==> src/hdl/scs_curve_number_runoff_defines.svh <==
// Assertion macros for the curve-number runoff block.
// Expects clk_i and rst_ni in the scope where a macro is expanded.
`ifndef SCS_CURVE_NUMBER_RUNOFF_DEFINES_SVH
`define SCS_CURVE_NUMBER_RUNOFF_DEFINES_SVH

// Same-cycle implication, checked out of reset.
`define SCS_ASSERT_IMP(lbl, ante, cons, msg) \
  lbl: assert property (@(posedge clk_i) disable iff (!rst_ni) (ante) |-> (cons)) \
    else $error(msg);

// Next-cycle implication, checked out of reset.
`define SCS_ASSERT_NXT(lbl, ante, cons, msg) \
  lbl: assert property (@(posedge clk_i) disable iff (!rst_ni) (ante) |=> (cons)) \
    else $error(msg);

`endif

==> src/hdl/scs_pkg.sv <==
// Shared constants, types and helpers of the curve-number runoff block.
// No dependencies; every other file but the defines header imports it.
package scs_pkg;

  localparam int unsigned RAIN_W      = 16;
  localparam int unsigned RATE_W      = 16;
  localparam int unsigned TOT_W       = 32;
  localparam int unsigned CN_W        = 15;
  localparam int unsigned COEFF_W     = 16;
  localparam int unsigned CN_FRAC     = 8;
  localparam int unsigned RET_NUM_W   = 15;
  localparam int unsigned RETENTION_NUM = 25400;
  localparam int unsigned RETENTION_OFS = 254;
  localparam int unsigned PADDR_W     = 3;
  localparam int unsigned PDATA_W     = 32;

  localparam logic [CN_W-1:0]    CN_RESET    = 15'd19200;
  localparam logic [COEFF_W-1:0] COEFF_RESET = 16'd13107;

  typedef enum logic {
    REG_CURVE_NUMBER = 1'b0,
    REG_ABSTR_COEFF  = 1'b1
  } cfg_reg_e;

  // Status of a bit-serial unit.
  typedef struct packed {
    logic busy;
    logic done;
  } ser_stat_t;

  // Increase of a cumulative total, zero when it fell, saturated to the rate width.
  function automatic logic [RATE_W-1:0] rate_of(logic [TOT_W-1:0] now,
                                                logic [TOT_W-1:0] prior);
    logic [TOT_W-1:0] diff;
    diff = now - prior;
    if (now <= prior) begin
      rate_of = '0;
    end else if (diff > TOT_W'({RATE_W{1'b1}})) begin
      rate_of = '1;
    end else begin
      rate_of = diff[RATE_W-1:0];
    end
  endfunction

endpackage

==> src/hdl/scs_item_if.sv <==
// Input channel of the runoff block: one hourly rainfall word.
// Depends on scs_pkg.
interface scs_item_if import scs_pkg::*; ();
  logic              valid;
  logic              ready;
  logic [RAIN_W-1:0] rain_depth;
  logic              series_start;

  modport source (output valid, output rain_depth, output series_start, input ready);
  modport sink   (input valid, input rain_depth, input series_start, output ready);
endinterface

==> src/hdl/scs_result_if.sv <==
// Output channel of the runoff block: hourly runoff and infiltration.
// Depends on scs_pkg.
interface scs_result_if import scs_pkg::*; ();
  logic              valid;
  logic              ready;
  logic [RATE_W-1:0] runoff_rate;
  logic [RATE_W-1:0] infiltration_rate;

  modport source (output valid, output runoff_rate, output infiltration_rate, input ready);
  modport sink   (input valid, input runoff_rate, input infiltration_rate, output ready);
endinterface

==> src/hdl/scs_mul.sv <==
// Bit-serial shift-add multiplier: one multiplier bit per cycle, LSB first.
// Depends on scs_pkg.
module scs_mul import scs_pkg::*; #(
  parameter int unsigned A_W = 16,
  parameter int unsigned B_W = 32
) (
  input  logic               clk_i,
  input  logic               rst_ni,
  input  logic               start_i,
  input  logic [A_W-1:0]     a_i,
  input  logic [B_W-1:0]     b_i,
  output ser_stat_t          stat_o,
  output logic [A_W+B_W-1:0] prod_o
);

  localparam int unsigned CW = $clog2(A_W + 1);

  logic [A_W-1:0]     a_q, a_d;
  logic [B_W-1:0]     b_q, b_d;
  logic [A_W+B_W-1:0] acc_q, acc_d;
  logic [CW-1:0]      cnt_q, cnt_d;
  logic               done_q, done_d;
  logic [B_W:0]       sum;

  always_comb begin
    sum    = {1'b0, acc_q[A_W+B_W-1:A_W]} + (a_q[0] ? {1'b0, b_q} : '0);
    a_d    = a_q;
    b_d    = b_q;
    acc_d  = acc_q;
    cnt_d  = cnt_q;
    done_d = 1'b0;
    if (start_i) begin
      a_d   = a_i;
      b_d   = b_i;
      acc_d = '0;
      cnt_d = CW'(A_W);
    end else if (cnt_q != '0) begin
      // add the partial product into the top and shift one place right
      acc_d  = {sum, acc_q[A_W-1:1]};
      a_d    = a_q >> 1;
      cnt_d  = cnt_q - CW'(1);
      done_d = (cnt_q == CW'(1));
    end
  end

  always_ff @(posedge clk_i or negedge rst_ni) begin
    if (!rst_ni) begin
      cnt_q  <= '0;
      done_q <= 1'b0;
    end else begin
      cnt_q  <= cnt_d;
      done_q <= done_d;
    end
  end

  always_ff @(posedge clk_i) begin
    a_q   <= a_d;
    b_q   <= b_d;
    acc_q <= acc_d;
  end

  assign stat_o.busy = (cnt_q != '0);
  assign stat_o.done = done_q;
  assign prod_o      = acc_q;

endmodule

==> src/hdl/scs_div.sv <==
// Bit-serial restoring divider: one quotient bit per cycle, MSB first.
// The starting remainder must be below the divisor. Depends on scs_pkg.
module scs_div import scs_pkg::*; #(
  parameter int unsigned N_W = 32,
  parameter int unsigned D_W = 33
) (
  input  logic           clk_i,
  input  logic           rst_ni,
  input  logic           start_i,
  input  logic [D_W-1:0] rem_i,
  input  logic [N_W-1:0] dvd_i,
  input  logic [D_W-1:0] dvs_i,
  output ser_stat_t      stat_o,
  output logic [N_W-1:0] quot_o
);

  localparam int unsigned CW = $clog2(N_W + 1);

  logic [D_W-1:0] rem_q, rem_d;
  logic [D_W-1:0] dvs_q, dvs_d;
  logic [N_W-1:0] sh_q, sh_d;
  logic [CW-1:0]  cnt_q, cnt_d;
  logic           done_q, done_d;
  logic [D_W:0]   trial;
  logic [D_W:0]   diff;
  logic           take;

  always_comb begin
    trial  = {rem_q, sh_q[N_W-1]};
    diff   = trial - {1'b0, dvs_q};
    take   = (trial >= {1'b0, dvs_q});
    rem_d  = rem_q;
    dvs_d  = dvs_q;
    sh_d   = sh_q;
    cnt_d  = cnt_q;
    done_d = 1'b0;
    if (start_i) begin
      rem_d = rem_i;
      dvs_d = dvs_i;
      sh_d  = dvd_i;
      cnt_d = CW'(N_W);
    end else if (cnt_q != '0) begin
      // dividend bits leave at the top while quotient bits enter at the bottom
      rem_d  = take ? diff[D_W-1:0] : trial[D_W-1:0];
      sh_d   = {sh_q[N_W-2:0], take};
      cnt_d  = cnt_q - CW'(1);
      done_d = (cnt_q == CW'(1));
    end
  end

  always_ff @(posedge clk_i or negedge rst_ni) begin
    if (!rst_ni) begin
      cnt_q  <= '0;
      done_q <= 1'b0;
    end else begin
      cnt_q  <= cnt_d;
      done_q <= done_d;
    end
  end

  always_ff @(posedge clk_i) begin
    rem_q <= rem_d;
    dvs_q <= dvs_d;
    sh_q  <= sh_d;
  end

  assign stat_o.busy = (cnt_q != '0);
  assign stat_o.done = done_q;
  assign quot_o      = sh_q;

endmodule

==> src/hdl/scs_curve_number_runoff.sv <==
// Top level of the SCS curve-number runoff block.
// Depends on scs_pkg, scs_item_if, scs_result_if, scs_mul, scs_div and the defines header.
//
//  port       dir  handshake          word
//  item_i     in   valid/ready        rain_depth (Q8.8 mm), series_start
//  result_o   out  valid/ready        runoff_rate, infiltration_rate (Q8.8 mm)
//  APB        in   psel/penable/pwrite  0x0 curve_number, 0x4 abstraction_coeff
//
// Once a word is accepted, no further word is taken until it has been through
// a 32-step bit-serial square of P-Ia followed by a 32-step bit-serial divide.
// After reset and after every register write, retention S and abstraction Ia are
// rebuilt by a serial divide and a 16-step serial multiply; item_i.ready stays low
// meanwhile.
// A finished result waits in the output register; a new word is still taken.
`include "scs_curve_number_runoff_defines.svh"

module scs_curve_number_runoff import scs_pkg::*; #(
  parameter int unsigned FRAC_BITS = 8
) (
  input  logic               clk_i,
  input  logic               rst_ni,
  scs_item_if.sink           item_i,
  scs_result_if.source       result_o,
  input  logic               psel,
  input  logic               penable,
  input  logic               pwrite,
  input  logic [PADDR_W-1:0] paddr,
  input  logic [PDATA_W-1:0] pwdata,
  output logic [PDATA_W-1:0] prdata,
  output logic               pready
);

  // width of the retention quotient and of S, Ia, S-Ia
  localparam int unsigned NW = RET_NUM_W + CN_FRAC + FRAC_BITS;
  // width of the runoff denominator P + S - Ia
  localparam int unsigned DW = ((NW > TOT_W) ? NW : TOT_W) + 1;
  localparam logic [NW-1:0] RetNum = NW'(RETENTION_NUM) << (CN_FRAC + FRAC_BITS);
  localparam logic [NW-1:0] RetOfs = NW'(RETENTION_OFS) << FRAC_BITS;

  typedef enum logic [7:0] {
    ST_INIT  = 8'b0000_0001,
    ST_SDIV  = 8'b0000_0010,
    ST_IAMUL = 8'b0000_0100,
    ST_IDLE  = 8'b0000_1000,
    ST_PREP  = 8'b0001_0000,
    ST_SQ    = 8'b0010_0000,
    ST_QDIV  = 8'b0100_0000,
    ST_FIN   = 8'b1000_0000
  } state_e;

  state_e state_q, state_d;
  logic   dirty_q, dirty_d;

  // configuration
  logic [CN_W-1:0]    cn_q;
  logic [COEFF_W-1:0] coeff_q;
  logic               cfg_we;

  // cumulative state
  logic [TOT_W-1:0] p_q, p_d;
  logic [TOT_W-1:0] prevq_q, prevq_d;
  logic [TOT_W-1:0] prevf_q, prevf_d;

  // derived from configuration
  logic [NW-1:0] s_q, s_d;
  logic [NW-1:0] ia_q, ia_d;
  logic [NW-1:0] sr_q, sr_d;

  // per-word operands
  logic [TOT_W-1:0] d_q, d_d;
  logic [DW-1:0]    den_q, den_d;
  logic             zero_q, zero_d;

  // output register
  logic              out_valid_q, out_valid_d;
  logic [RATE_W-1:0] runoff_q, runoff_d;
  logic [RATE_W-1:0] infil_q, infil_d;

  // serial units
  logic                   sdiv_start, ia_start, sq_start, qdiv_start;
  ser_stat_t              s_stat, ia_stat, sq_stat, q_stat;
  logic [NW-1:0]          s_quot;
  logic [COEFF_W+NW-1:0]  ia_prod;
  logic [2*TOT_W-1:0]     sq_prod;
  logic [TOT_W-1:0]       q_quot;
  logic [CN_W-1:0]        cn_div;

  // combinational helpers
  logic               accept;
  logic [NW-1:0]      s_new;
  logic [NW-1:0]      ia_new;
  logic [TOT_W-1:0]   p_base;
  logic [TOT_W:0]     p_sum;
  logic               ge;
  logic [TOT_W-1:0]   d_new;
  logic [DW-1:0]      den_new;
  logic [TOT_W-1:0]   qt;
  logic [TOT_W-1:0]   ft;

  // APB: always ready, write on the access phase
  assign pready = 1'b1;
  assign cfg_we = psel && penable && pwrite;
  assign prdata = (cfg_reg_e'(paddr[2]) == REG_ABSTR_COEFF) ? PDATA_W'(coeff_q)
                                                             : PDATA_W'(cn_q);

  assign item_i.ready = (state_q == ST_IDLE) && !dirty_q && !cfg_we;
  assign accept       = item_i.valid && item_i.ready;

  // a zero curve number divides as the smallest nonzero one
  assign cn_div = (cn_q == '0) ? CN_W'(1) : cn_q;

  scs_div #(.N_W(NW), .D_W(CN_W)) u_s_div (
    .clk_i   (clk_i),
    .rst_ni  (rst_ni),
    .start_i (sdiv_start),
    .rem_i   ('0),
    .dvd_i   (RetNum),
    .dvs_i   (cn_div),
    .stat_o  (s_stat),
    .quot_o  (s_quot)
  );

  // clamp S at zero for curve numbers above 100
  assign s_new = (s_quot > RetOfs) ? (s_quot - RetOfs) : '0;

  scs_mul #(.A_W(COEFF_W), .B_W(NW)) u_ia_mul (
    .clk_i   (clk_i),
    .rst_ni  (rst_ni),
    .start_i (ia_start),
    .a_i     (coeff_q),
    .b_i     (s_new),
    .stat_o  (ia_stat),
    .prod_o  (ia_prod)
  );

  assign ia_new = ia_prod[COEFF_W+NW-1:COEFF_W];

  // runoff terms from the registered P and the derived S, Ia
  assign ge      = (DW'(p_q) >= DW'(ia_q));
  assign d_new   = ge ? (p_q - TOT_W'(ia_q)) : '0;
  assign den_new = DW'(p_q) + DW'(sr_q);

  scs_mul #(.A_W(TOT_W), .B_W(TOT_W)) u_sq_mul (
    .clk_i   (clk_i),
    .rst_ni  (rst_ni),
    .start_i (sq_start),
    .a_i     (d_new),
    .b_i     (d_new),
    .stat_o  (sq_stat),
    .prod_o  (sq_prod)
  );

  // quotient fits 32 bits since den >= d, so the upper half seeds the remainder
  scs_div #(.N_W(TOT_W), .D_W(DW)) u_q_div (
    .clk_i   (clk_i),
    .rst_ni  (rst_ni),
    .start_i (qdiv_start),
    .rem_i   (DW'(sq_prod[2*TOT_W-1:TOT_W])),
    .dvd_i   (sq_prod[TOT_W-1:0]),
    .dvs_i   (den_q),
    .stat_o  (q_stat),
    .quot_o  (q_quot)
  );

  assign qt = zero_q ? '0 : q_quot;
  assign ft = d_q - qt;

  // saturating cumulative rain; a series start drops the old total
  assign p_base = item_i.series_start ? '0 : p_q;
  assign p_sum  = {1'b0, p_base} + {1'b0, TOT_W'(item_i.rain_depth)};

  always_comb begin
    state_d     = state_q;
    dirty_d     = dirty_q || cfg_we;
    sdiv_start  = 1'b0;
    ia_start    = 1'b0;
    sq_start    = 1'b0;
    qdiv_start  = 1'b0;
    p_d         = p_q;
    prevq_d     = prevq_q;
    prevf_d     = prevf_q;
    s_d         = s_q;
    ia_d        = ia_q;
    sr_d        = sr_q;
    d_d         = d_q;
    den_d       = den_q;
    zero_d      = zero_q;
    out_valid_d = out_valid_q && !result_o.ready;
    runoff_d    = runoff_q;
    infil_d     = infil_q;

    case (state_q)
      ST_INIT: begin
        // rebuild S and Ia from the current registers
        sdiv_start = 1'b1;
        dirty_d    = cfg_we;
        state_d    = ST_SDIV;
      end
      ST_SDIV: begin
        if (s_stat.done) begin
          s_d      = s_new;
          ia_start = 1'b1;
          state_d  = ST_IAMUL;
        end
      end
      ST_IAMUL: begin
        if (ia_stat.done) begin
          ia_d    = ia_new;
          sr_d    = s_q - ia_new;
          state_d = (dirty_q || cfg_we) ? ST_INIT : ST_IDLE;
        end
      end
      ST_IDLE: begin
        if (dirty_q) begin
          state_d = ST_INIT;
        end else if (accept) begin
          p_d = p_sum[TOT_W] ? '1 : p_sum[TOT_W-1:0];
          if (item_i.series_start) begin
            prevq_d = '0;
            prevf_d = '0;
          end
          state_d = ST_PREP;
        end
      end
      ST_PREP: begin
        // below Ia the word yields no runoff; a zero denominator also forces zero
        d_d      = d_new;
        den_d    = den_new;
        zero_d   = !ge || (den_new == '0);
        sq_start = 1'b1;
        state_d  = ST_SQ;
      end
      ST_SQ: begin
        if (sq_stat.done) begin
          qdiv_start = 1'b1;
          state_d    = ST_QDIV;
        end
      end
      ST_QDIV: begin
        if (q_stat.done) begin
          state_d = ST_FIN;
        end
      end
      ST_FIN: begin
        // hold until the output register is free
        if (!out_valid_q || result_o.ready) begin
          out_valid_d = 1'b1;
          runoff_d    = rate_of(qt, prevq_q);
          infil_d     = rate_of(ft, prevf_q);
          prevq_d     = qt;
          prevf_d     = ft;
          state_d     = ST_IDLE;
        end
      end
      default: begin
        state_d = ST_INIT;
      end
    endcase
  end

  always_ff @(posedge clk_i or negedge rst_ni) begin
    if (!rst_ni) begin
      state_q     <= ST_INIT;
      dirty_q     <= 1'b0;
      cn_q        <= CN_RESET;
      coeff_q     <= COEFF_RESET;
      p_q         <= '0;
      prevq_q     <= '0;
      prevf_q     <= '0;
      out_valid_q <= 1'b0;
    end else begin
      state_q     <= state_d;
      dirty_q     <= dirty_d;
      p_q         <= p_d;
      prevq_q     <= prevq_d;
      prevf_q     <= prevf_d;
      out_valid_q <= out_valid_d;
      if (cfg_we) begin
        case (cfg_reg_e'(paddr[2]))
          REG_CURVE_NUMBER: cn_q    <= pwdata[CN_W-1:0];
          REG_ABSTR_COEFF:  coeff_q <= pwdata[COEFF_W-1:0];
          default: begin
          end
        endcase
      end
    end
  end

  always_ff @(posedge clk_i) begin
    s_q      <= s_d;
    ia_q     <= ia_d;
    sr_q     <= sr_d;
    d_q      <= d_d;
    den_q    <= den_d;
    zero_q   <= zero_d;
    runoff_q <= runoff_d;
    infil_q  <= infil_d;
  end

  assign result_o.valid             = out_valid_q;
  assign result_o.runoff_rate       = runoff_q;
  assign result_o.infiltration_rate = infil_q;

  `SCS_ASSERT_NXT(a_one_word_at_a_time, accept, !item_i.ready, "word taken while one in flight")
  `SCS_ASSERT_IMP(a_ia_within_s, state_q == ST_IDLE, ia_q <= s_q, "Ia exceeds S")
  `SCS_ASSERT_IMP(a_q_within_d, (state_q == ST_FIN) && !zero_q, q_quot <= d_q, "Q exceeds P-Ia")
  `SCS_ASSERT_NXT(a_write_marks_dirty, cfg_we, dirty_q, "register write not marked for rebuild")
  `SCS_ASSERT_IMP(a_units_quiet_idle, state_q == ST_IDLE, !(sq_stat.busy || q_stat.busy), "serial unit busy while idle")

endmodule
==> src/flat_wrapper.sv <==
// flat-port wrapper written by rule: the top's interface ports become plain ports
module scs_curve_number_runoff_flat import scs_pkg::*;
#(
  parameter int unsigned FRAC_BITS = 8
)
  (clk_i, rst_ni, psel, penable, pwrite, paddr, pwdata, prdata, pready, item_i_valid, item_i_rain_depth, item_i_series_start, item_i_ready, result_o_valid, result_o_runoff_rate, result_o_infiltration_rate, result_o_ready);
  scs_item_if item_i_i ();
  scs_result_if result_o_i ();
  input  logic clk_i;
  input  logic rst_ni;
  input  logic psel;
  input  logic penable;
  input  logic pwrite;
  input  logic [PADDR_W-1:0] paddr;
  input  logic [PDATA_W-1:0] pwdata;
  output logic [PDATA_W-1:0] prdata;
  output logic pready;
  input wire logic [$bits(item_i_i.valid)-1:0] item_i_valid;
  input wire logic [$bits(item_i_i.rain_depth)-1:0] item_i_rain_depth;
  input wire logic [$bits(item_i_i.series_start)-1:0] item_i_series_start;
  output wire logic [$bits(item_i_i.ready)-1:0] item_i_ready;
  output wire logic [$bits(result_o_i.valid)-1:0] result_o_valid;
  output wire logic [$bits(result_o_i.runoff_rate)-1:0] result_o_runoff_rate;
  output wire logic [$bits(result_o_i.infiltration_rate)-1:0] result_o_infiltration_rate;
  input wire logic [$bits(result_o_i.ready)-1:0] result_o_ready;
  assign item_i_i.valid = item_i_valid;
  assign item_i_i.rain_depth = item_i_rain_depth;
  assign item_i_i.series_start = item_i_series_start;
  assign item_i_ready = item_i_i.ready;
  assign result_o_valid = result_o_i.valid;
  assign result_o_runoff_rate = result_o_i.runoff_rate;
  assign result_o_infiltration_rate = result_o_i.infiltration_rate;
  assign result_o_i.ready = result_o_ready;
  scs_curve_number_runoff #(.FRAC_BITS(FRAC_BITS)) u_core (.clk_i(clk_i), .rst_ni(rst_ni), .item_i(item_i_i), .result_o(result_o_i), .psel(psel), .penable(penable), .pwrite(pwrite), .paddr(paddr), .pwdata(pwdata), .prdata(prdata), .pready(pready));
endmodule
==> config.mk <==
export PLATFORM = sky130hd
export DESIGN_NAME = scs_curve_number_runoff_flat
export DESIGN_NICKNAME = d
export VERILOG_FILES = /design/src/hdl/scs_pkg.sv /design/src/hdl/scs_item_if.sv /design/src/hdl/scs_result_if.sv /design/src/hdl/scs_mul.sv /design/src/hdl/scs_div.sv /design/src/hdl/scs_curve_number_runoff.sv /design/src/flat_wrapper.sv
export VERILOG_INCLUDE_DIRS = /design/src /design/src/hdl
export SDC_FILE = /design/constraint.sdc
export NUM_CORES = 2
export LEC_CHECK = 0
export BUFFER_PORTS_ARGS = -buffer_cell sky130_fd_sc_hd__buf_2
export CAP_MARGIN = 20
export CORE_UTILIZATION = 55
export DETAILED_ROUTE_END_ITERATION = 10
export PLACE_DENSITY = 0.73
export SLEW_MARGIN = 40
export SYNTH_ARGS = -nofsm -noshare
export SYNTH_HDL_FRONTEND = slang
export SYNTH_SLANG_ARGS = --single-unit
==> constraint.sdc <==
create_clock -name clk_i -period 6.3 [get_ports clk_i]
set_input_delay 0.315 -clock clk_i [delete_from_list [all_inputs] [get_ports clk_i]]
set_output_delay 0.315 -clock clk_i [all_outputs]
set_load 0.03 [all_outputs]
Yosys cells after proc, flatten, opt, wreduce, memory -nomap -nowiden
Index checks and enable logic that the tools add are counted.
Word-level totals
  bits in registers: 735
  bits of input ports: 59
  output and inout port bits: 67
  word-level logic and storage cells: 178
Cells by class
  add/subtract/negate cells: 16
  magnitude comparators: 8
  equal/unequal tests: 21
  muxes and demuxes: 61
  bitwise operators: 2
  reduce and logical (&&, ||, !) cells: 33
Operator list (number)
  two-way mux 32 bit: 16
  one-hot mux 32 bit (2 select lines): 2
  subtractor 32 bit: 3
  two-way mux 16 bit: 5
  greater-than comparator 32 x 16 -> 1 bit (second input constant): 2
  less-or-equal comparator 32 bit: 2
  one-hot mux 8 bit (8 select lines): 1
  two-way mux 31 bit: 2
  two-way mux 8 bit: 7
  >= comparator 34 x 33 -> 1 bit: 1
  adder 32 x 16 -> 33 bit: 1
  adder 32 x 31 -> 33 bit: 1
  adder 32 x 33 -> 33 bit: 1
  logical NOT 33 bit: 1
  two-way mux 33 bit: 1
  subtractor 33 bit: 1
  adder 31 x 32 -> 32 bit: 1
  >= comparator 32 x 31 -> 1 bit: 1
  subtractor 32 x 31 -> 32 bit: 1
  greater-than comparator 31 x 16 -> 1 bit (second input constant): 1
  subtractor 31 x 16 -> 31 bit (second input constant): 1
  subtractor 31 bit: 1
  two-way mux 6 bit: 4
  two-way mux 5 bit: 4
  other kinds (32): 80

Depth between registers and ports, before layout
  depth in word-level cells: 8
  mapped depth: 26
  depth with buffers taken out: 25

Modules after synthesis
A second synthesis with hierarchy kept.
Second synthesis, totals
  cells, all modules: 4839
  area, all modules: 47062.6 um2
Modules (own cells, without submodules)
  scs_curve_number_runoff: times used 1, cells an instance 2683, area each 24586.1 um2
  scs_mul at u_core.u_sq_mul: times used 1, cells an instance 679, area each 6755.2 um2
  scs_div at u_core.u_q_div: times used 1, cells an instance 599, area each 6379.9 um2
  scs_mul at u_core.u_ia_mul: times used 1, cells an instance 552, area each 5400.2 um2
  scs_div at u_core.u_s_div: times used 1, cells an instance 326, area each 3941.3 um2

Worst setup path after synthesis
Ideal clock, no wire load.
  path kind: register to register
  from: register u_core.zero_q
  to: register u_core.infil_q[10], in the netlist u_core.result_o.infiltration_rate[10] (data pin)
  arrival: 5868 ps
  data required time: 6046 ps
  path slack: 177 ps
  cell stages (with the launch flop): 26
  buffers on the path: 3
  clock period less this slack: 6123 ps
  cell sequence: edfxtp_1 -> clkbuf_1 -> nand2b_1 -> ha_1 -> nor2b_1 -> o31a_1 -> o41a_1 -> a211o_2 -> a221o_2 -> a221o_2 -> a31o_4 -> a21o_1 -> a21oi_2 -> xnor2_1 -> ha_1 -> clkbuf_1 -> a21o_1 -> a21oi_1 -> o21ai_0 -> a31oi_1 -> o31ai_1 -> xnor2_1 -> nor4b_1 -> nand4_1 -> clkbuf_1 -> o21a_1
Between the ends
  cells in the longest elaborated chain, start to end: 5
  elaborated cells between the ends (all ways): 6
RTL lines
  start: declaration: line scs_curve_number_runoff.sv:72  | logic zero_q, zero_d;
  start signal: assignment: line scs_curve_number_runoff.sv:295  | zero_q <= zero_d;
  two-way mux 32 bit *: line scs_curve_number_runoff.sv:165  | assign qt = zero_q ? '0 : q_quot;
  subtractor 32 bit *: line scs_curve_number_runoff.sv:166  | assign ft = d_q - qt;
  subtractor 32 bit: line scs_pkg.sv:35  | diff = now - prior;
  greater-than comparator 32 x 16 -> 1 bit: line scs_pkg.sv:38  | end else if (diff > TOT_W'({RATE_W{1'b1}})) begin
  two-way mux 16 bit: line scs_pkg.sv:38
  end signal: assignment: line scs_curve_number_runoff.sv:297  | infil_q <= infil_d;
  end: declaration: line scs_curve_number_runoff.sv:77  | logic [RATE_W-1:0] infil_q, infil_d;
Mark *: on every way between the ends. The rest lies on a longest branch, timed or not.
A chain may end at the register's enable or synchronous reset.

Final worst setup path
  from: register u_core.zero_q
  to: register u_core.infil_q[6], in the netlist u_core.result_o.infiltration_rate[6] (data pin)
Same word-level chain as after synthesis.

==> reports/metrics.cfg <==
[routing]
drt-total-wl_um=102000
drcViolationCount=0
wl_per_cell_um=17.8
ant_nets=0
vias=33155
viasPerCell=5.79
drtPass1Iterations=5
drtIter0Drc=2441

[synth]
yosysTopAreaCell=edfxtp_1
ys_types=91
syn_area_um2=42000
synth_edf_count=351
synthArstFlopShare_pct=24.8
synthCells=4650
synth-seq-cells=656
yosys_warnings=0
synth-seq-area-share_pct=41.6
synth_top_area_share_pct=25.1
synth_area_leaders=edfxtp_1 25%, ha_1 9.7%, dfrtp_1 8.9%, dfxtp_1 6.8%, a21oi_1 5.6%
synth_ff_type=edfxtp_1
synth.avg_cell_area_um2=9.03

[final_layout]
syn_to_final_growth_pct=9.86
stdcell_area_um2=46100
final_core_util_pct=61.5
nFillCells=6307
nNetsFinal=5094
stdcell_count=5731
layout-drive-gt1-share_pct=8.04

[global_route]
antenna_found_initial=0
grt_pass1_wl_um=164000
grt_pass1_vias=31377
grtUsageTotal_pct=26.2
overflow=0
grt_max_degree=89

[cts]
cts_tree=yes
clock_latency_ns=0.63
cts_buffers=74
cts_buffer_depth=3
cts_sinks=656
clkTransAtPathRegs_ns=0.06
cts_root_buf=clkbuf_16
cts-htree-levels=3

[place]
gp_congestion=0.973
io_buffers=90
dpl-instance-area_um2=43300
numPlacedInstances=5572
place_hpwl_um=76100

[sta]
maxSlewViolCount=0
relSlewSlack_pct=43.8
setup_viol=0
hold_ws_ns=0.0754
fin_crit_ns=6.05
skew_ns=0.0192
fmax_mhz=165
setup_tns_ns=0
min_period_over_period_pct=96.0
tightest_slew_ns=0.844
finalHoldViolations=0

[pwr]
p_leak_nw=20.5
power_switching_mw=7.79
vdd_drop_max_v=0.000291
seqPwrFrac_pct=33.2
pwr-share-clk_pct=22.1
power_frac_comb_pct=44.7
sw_frac_of_total_pct=38.4
p_int_mw=12.5
powerDensity_nw_per_um2=439

[floorplanning]
dieArea_um2=77500
die-width_um=278
die_h_um=278
core_um2=74900
pin_count=126
start_util_pct=56.0
rows=100

[worst_setup_path]
crit_fanout=16
cp-start-kind=flop
end_kind=flop
reg2regPathDepth=24
cp.arrival_ns=6.42
required_ns=6.67
critPathKind=flop to flop

[worst_hold_path]
min_path_cells=3
hold_path_class=primary input to flop

[outcome]
status=finished clean

[job]
cap_violations=0

==> power by group through the flow <==
stage | Sequential [mW] | Clock [mW] | Combinational (mW)
floorplan | 6.46 | 0 | 7.23
global placement | 6.76 | 0 | 8.70
detailed placement | 6.78 | 0 | 8.91
CTS | 6.72 | 4.55 | 8.99
global route | 6.85 | 4.71 | 10.2
finish | 6.72 | 4.47 | 9.06
==> worst paths after layout <==
| kind | to | startpoint | slack (ns) |
|---|---|---|---|
| worst max-delay path | u_core.result_o.infiltration_rate[6] | u_core.zero_q | 0.25 |
| worst min-delay path | u_core.result_o.valid | result_o_ready | 0.08 |
| worst max register to register | u_core.result_o.infiltration_rate[6] | u_core.zero_q | 0.25 |
| worst min register to register | u_core.u_q_div.dvs_q[10] | u_core.den_q[10] | 0.41 |
| max in group asynchronous | u_core.prevq_q[0] | rst_ni | 5.06 |
| min in group asynchronous | u_core.p_q[6] | rst_ni | 0.09 |
==> cell families (layout without fill, tap and decap cells) <==
kind of cell | after synthesis | after routing | synth area share [%]
flip-flops | 656 | 656 | 41.6
AND/OR/NAND/NOR | 1525 | 1525 | 16.8
multiplexers | 90 | 90 | 2.32
other | 2 | 18 | 0.0179
buffers and inverters | 521 | 617 | 4.89
adder cells (fa/ha/maj) | 336 | 336 | 10.2
AO/OA/AOI/OAI | 1249 | 1249 | 18.5
XOR/XNOR | 271 | 271 | 5.67
==> cell usage after synthesis (8+ instances only) <==
cell type,instances
dfstp_2,13
o21a_1,55
nand3b_1,10
buf_1,10
a21boi_0,13
and4_1,8
nor3_1,81
nor3b_1,14
a21oi_1,470
a211o_1,8
edfxtp_1,351
nor4_1,28
nor2_1,330
a22o_1,35
ha_1,325
a21o_1,132
a31o_2,9
dfrtp_1,150
a2111oi_0,8
buf_4,18
inv_1,328
or3_1,25
o311ai_0,8
nand4_1,35
nand2b_1,71
fa_1,11
or2_2,11
mux2_2,57
a211oi_1,40
xor2_1,95
dfxtp_1,142
nand3_1,91
and3_1,30
o211ai_1,22
nand2_1,624
xnor2_1,175
o21ai_0,244
o21bai_1,39
nor2b_1,66
and2_1,76
a31oi_1,41
o31a_1,10
o31ai_1,44
clkbuf_1,156
mux2i_1,33
==> layout by cell type, fill, tap and decap left out, drive strengths merged, types with 22 or more instances in the layout <==
cell type  Yosys  routed
nor4          29      29
mux2          57      57
nand4         35      35
a21oi        473     473
edfxtp       351     351
nor2b         66      66
xor2          95      95
clkinv         0      22
a211oi        41      41
o21bai        39      39
mux2i         33      33
a21o         133     133
nor2         330     330
and3          30      30
o21ai        246     246
o211ai        22      22
inv          330     335
o21a          55      55
clkbuf       157     104
dfrtp        150     150
buf           34     132
a22o          35      35
or3           25      25
a31oi         41      41
xnor2        176     176
and2          78      78
dfxtp        142     142
ha           325     325
o31ai         45      45
nand2        624     624
nand2b        71      71
nand3         91      91
nor3          81      81
==> worst max-delay path, stage by stage (launching register included) <==
cell,delay (ns)
edfxtp_1,0.43
buf_4,0.19
nand2b_1,0.17
ha_1,0.32
o21a_1,0.12
o31a_1,0.12
o41a_1,0.35
a211o_2,0.38
a221o_2,0.42
a21o_2,0.22
a21oi_1,0.18
xnor2_1,0.14
ha_1,0.24
a21o_1,0.19
a21oi_1,0.15
nor2_1,0.07
or3b_1,0.35
a21o_1,0.20
or4b_1,0.46
a21boi_0,0.18
nor3_1,0.08
nor4b_1,0.28
nand4_1,0.18
buf_6,0.19
o21a_1,0.20
==> state kept, by name (all words and copies together) (netlist names), 16 cells and up <==
register and flops:
u_core.coeff_q 16, u_core.d_q 32, u_core.den_q 33, u_core.ia_q 31, u_core.p_q 32, u_core.prevf_q 32, u_core.prevq_q 32, u_core.result_o.infiltration_rate 16
u_core.result_o.runoff_rate 16, u_core.sr_q 31, u_core.u_ia_mul.a_q 16, u_core.u_ia_mul.b_q 31, u_core.u_ia_mul.prod_o 31, u_core.u_q_div.dvs_q 33, u_core.u_q_div.quot_o 32, u_core.u_q_div.rem_q 33
u_core.u_s_div.quot_o 31, u_core.u_sq_mul.a_q 32, u_core.u_sq_mul.prod_o 64
==> metal layers <==
layer,GRT usage (%),share of wire (%)
met5,0,0
met4,9.46,3.6
met3,2.91,4.4
met2,43.6,47
met1,35.2,45
==> cell type report <==
type                       instances  area (um2)  area share, %
clock buffer                     104        2140           4.64
multi-input combinational       3488       22700           49.1
inverter                         330        1240           2.70
sequential                       656       17500           37.9
tap                              969        1210           2.63
timing repair buffer             149         995           2.16
antenna                            1        2.50        0.00542
clock inverter                    34         398          0.863
==> metrics by stage <==
| step | power (mW) | setup slack, ns |
|---|---|---|
| CTS | 20.3 | 0.0766 |
| floorplan | 13.7 | 0.177 |
| finish | 20.2 | 0.254 |
| global placement | 15.5 | 0.114 |
| detailed placement | 15.7 | 0.112 |
| global route | 21.7 | -0.00543 |
==> repair_timing <==
| action | CTS | global route |
|---|---|---|
| setup buffers | 0 | 2 |
| resized for setup | 0 | 6 |
| endpoints found under the hold margin | 113 | 0 |
| endpoints found under the setup margin | 0 | 16 |
| hold buffers | 17 | 0 |
No activity file was read; power rests on OpenSTA's default activity.
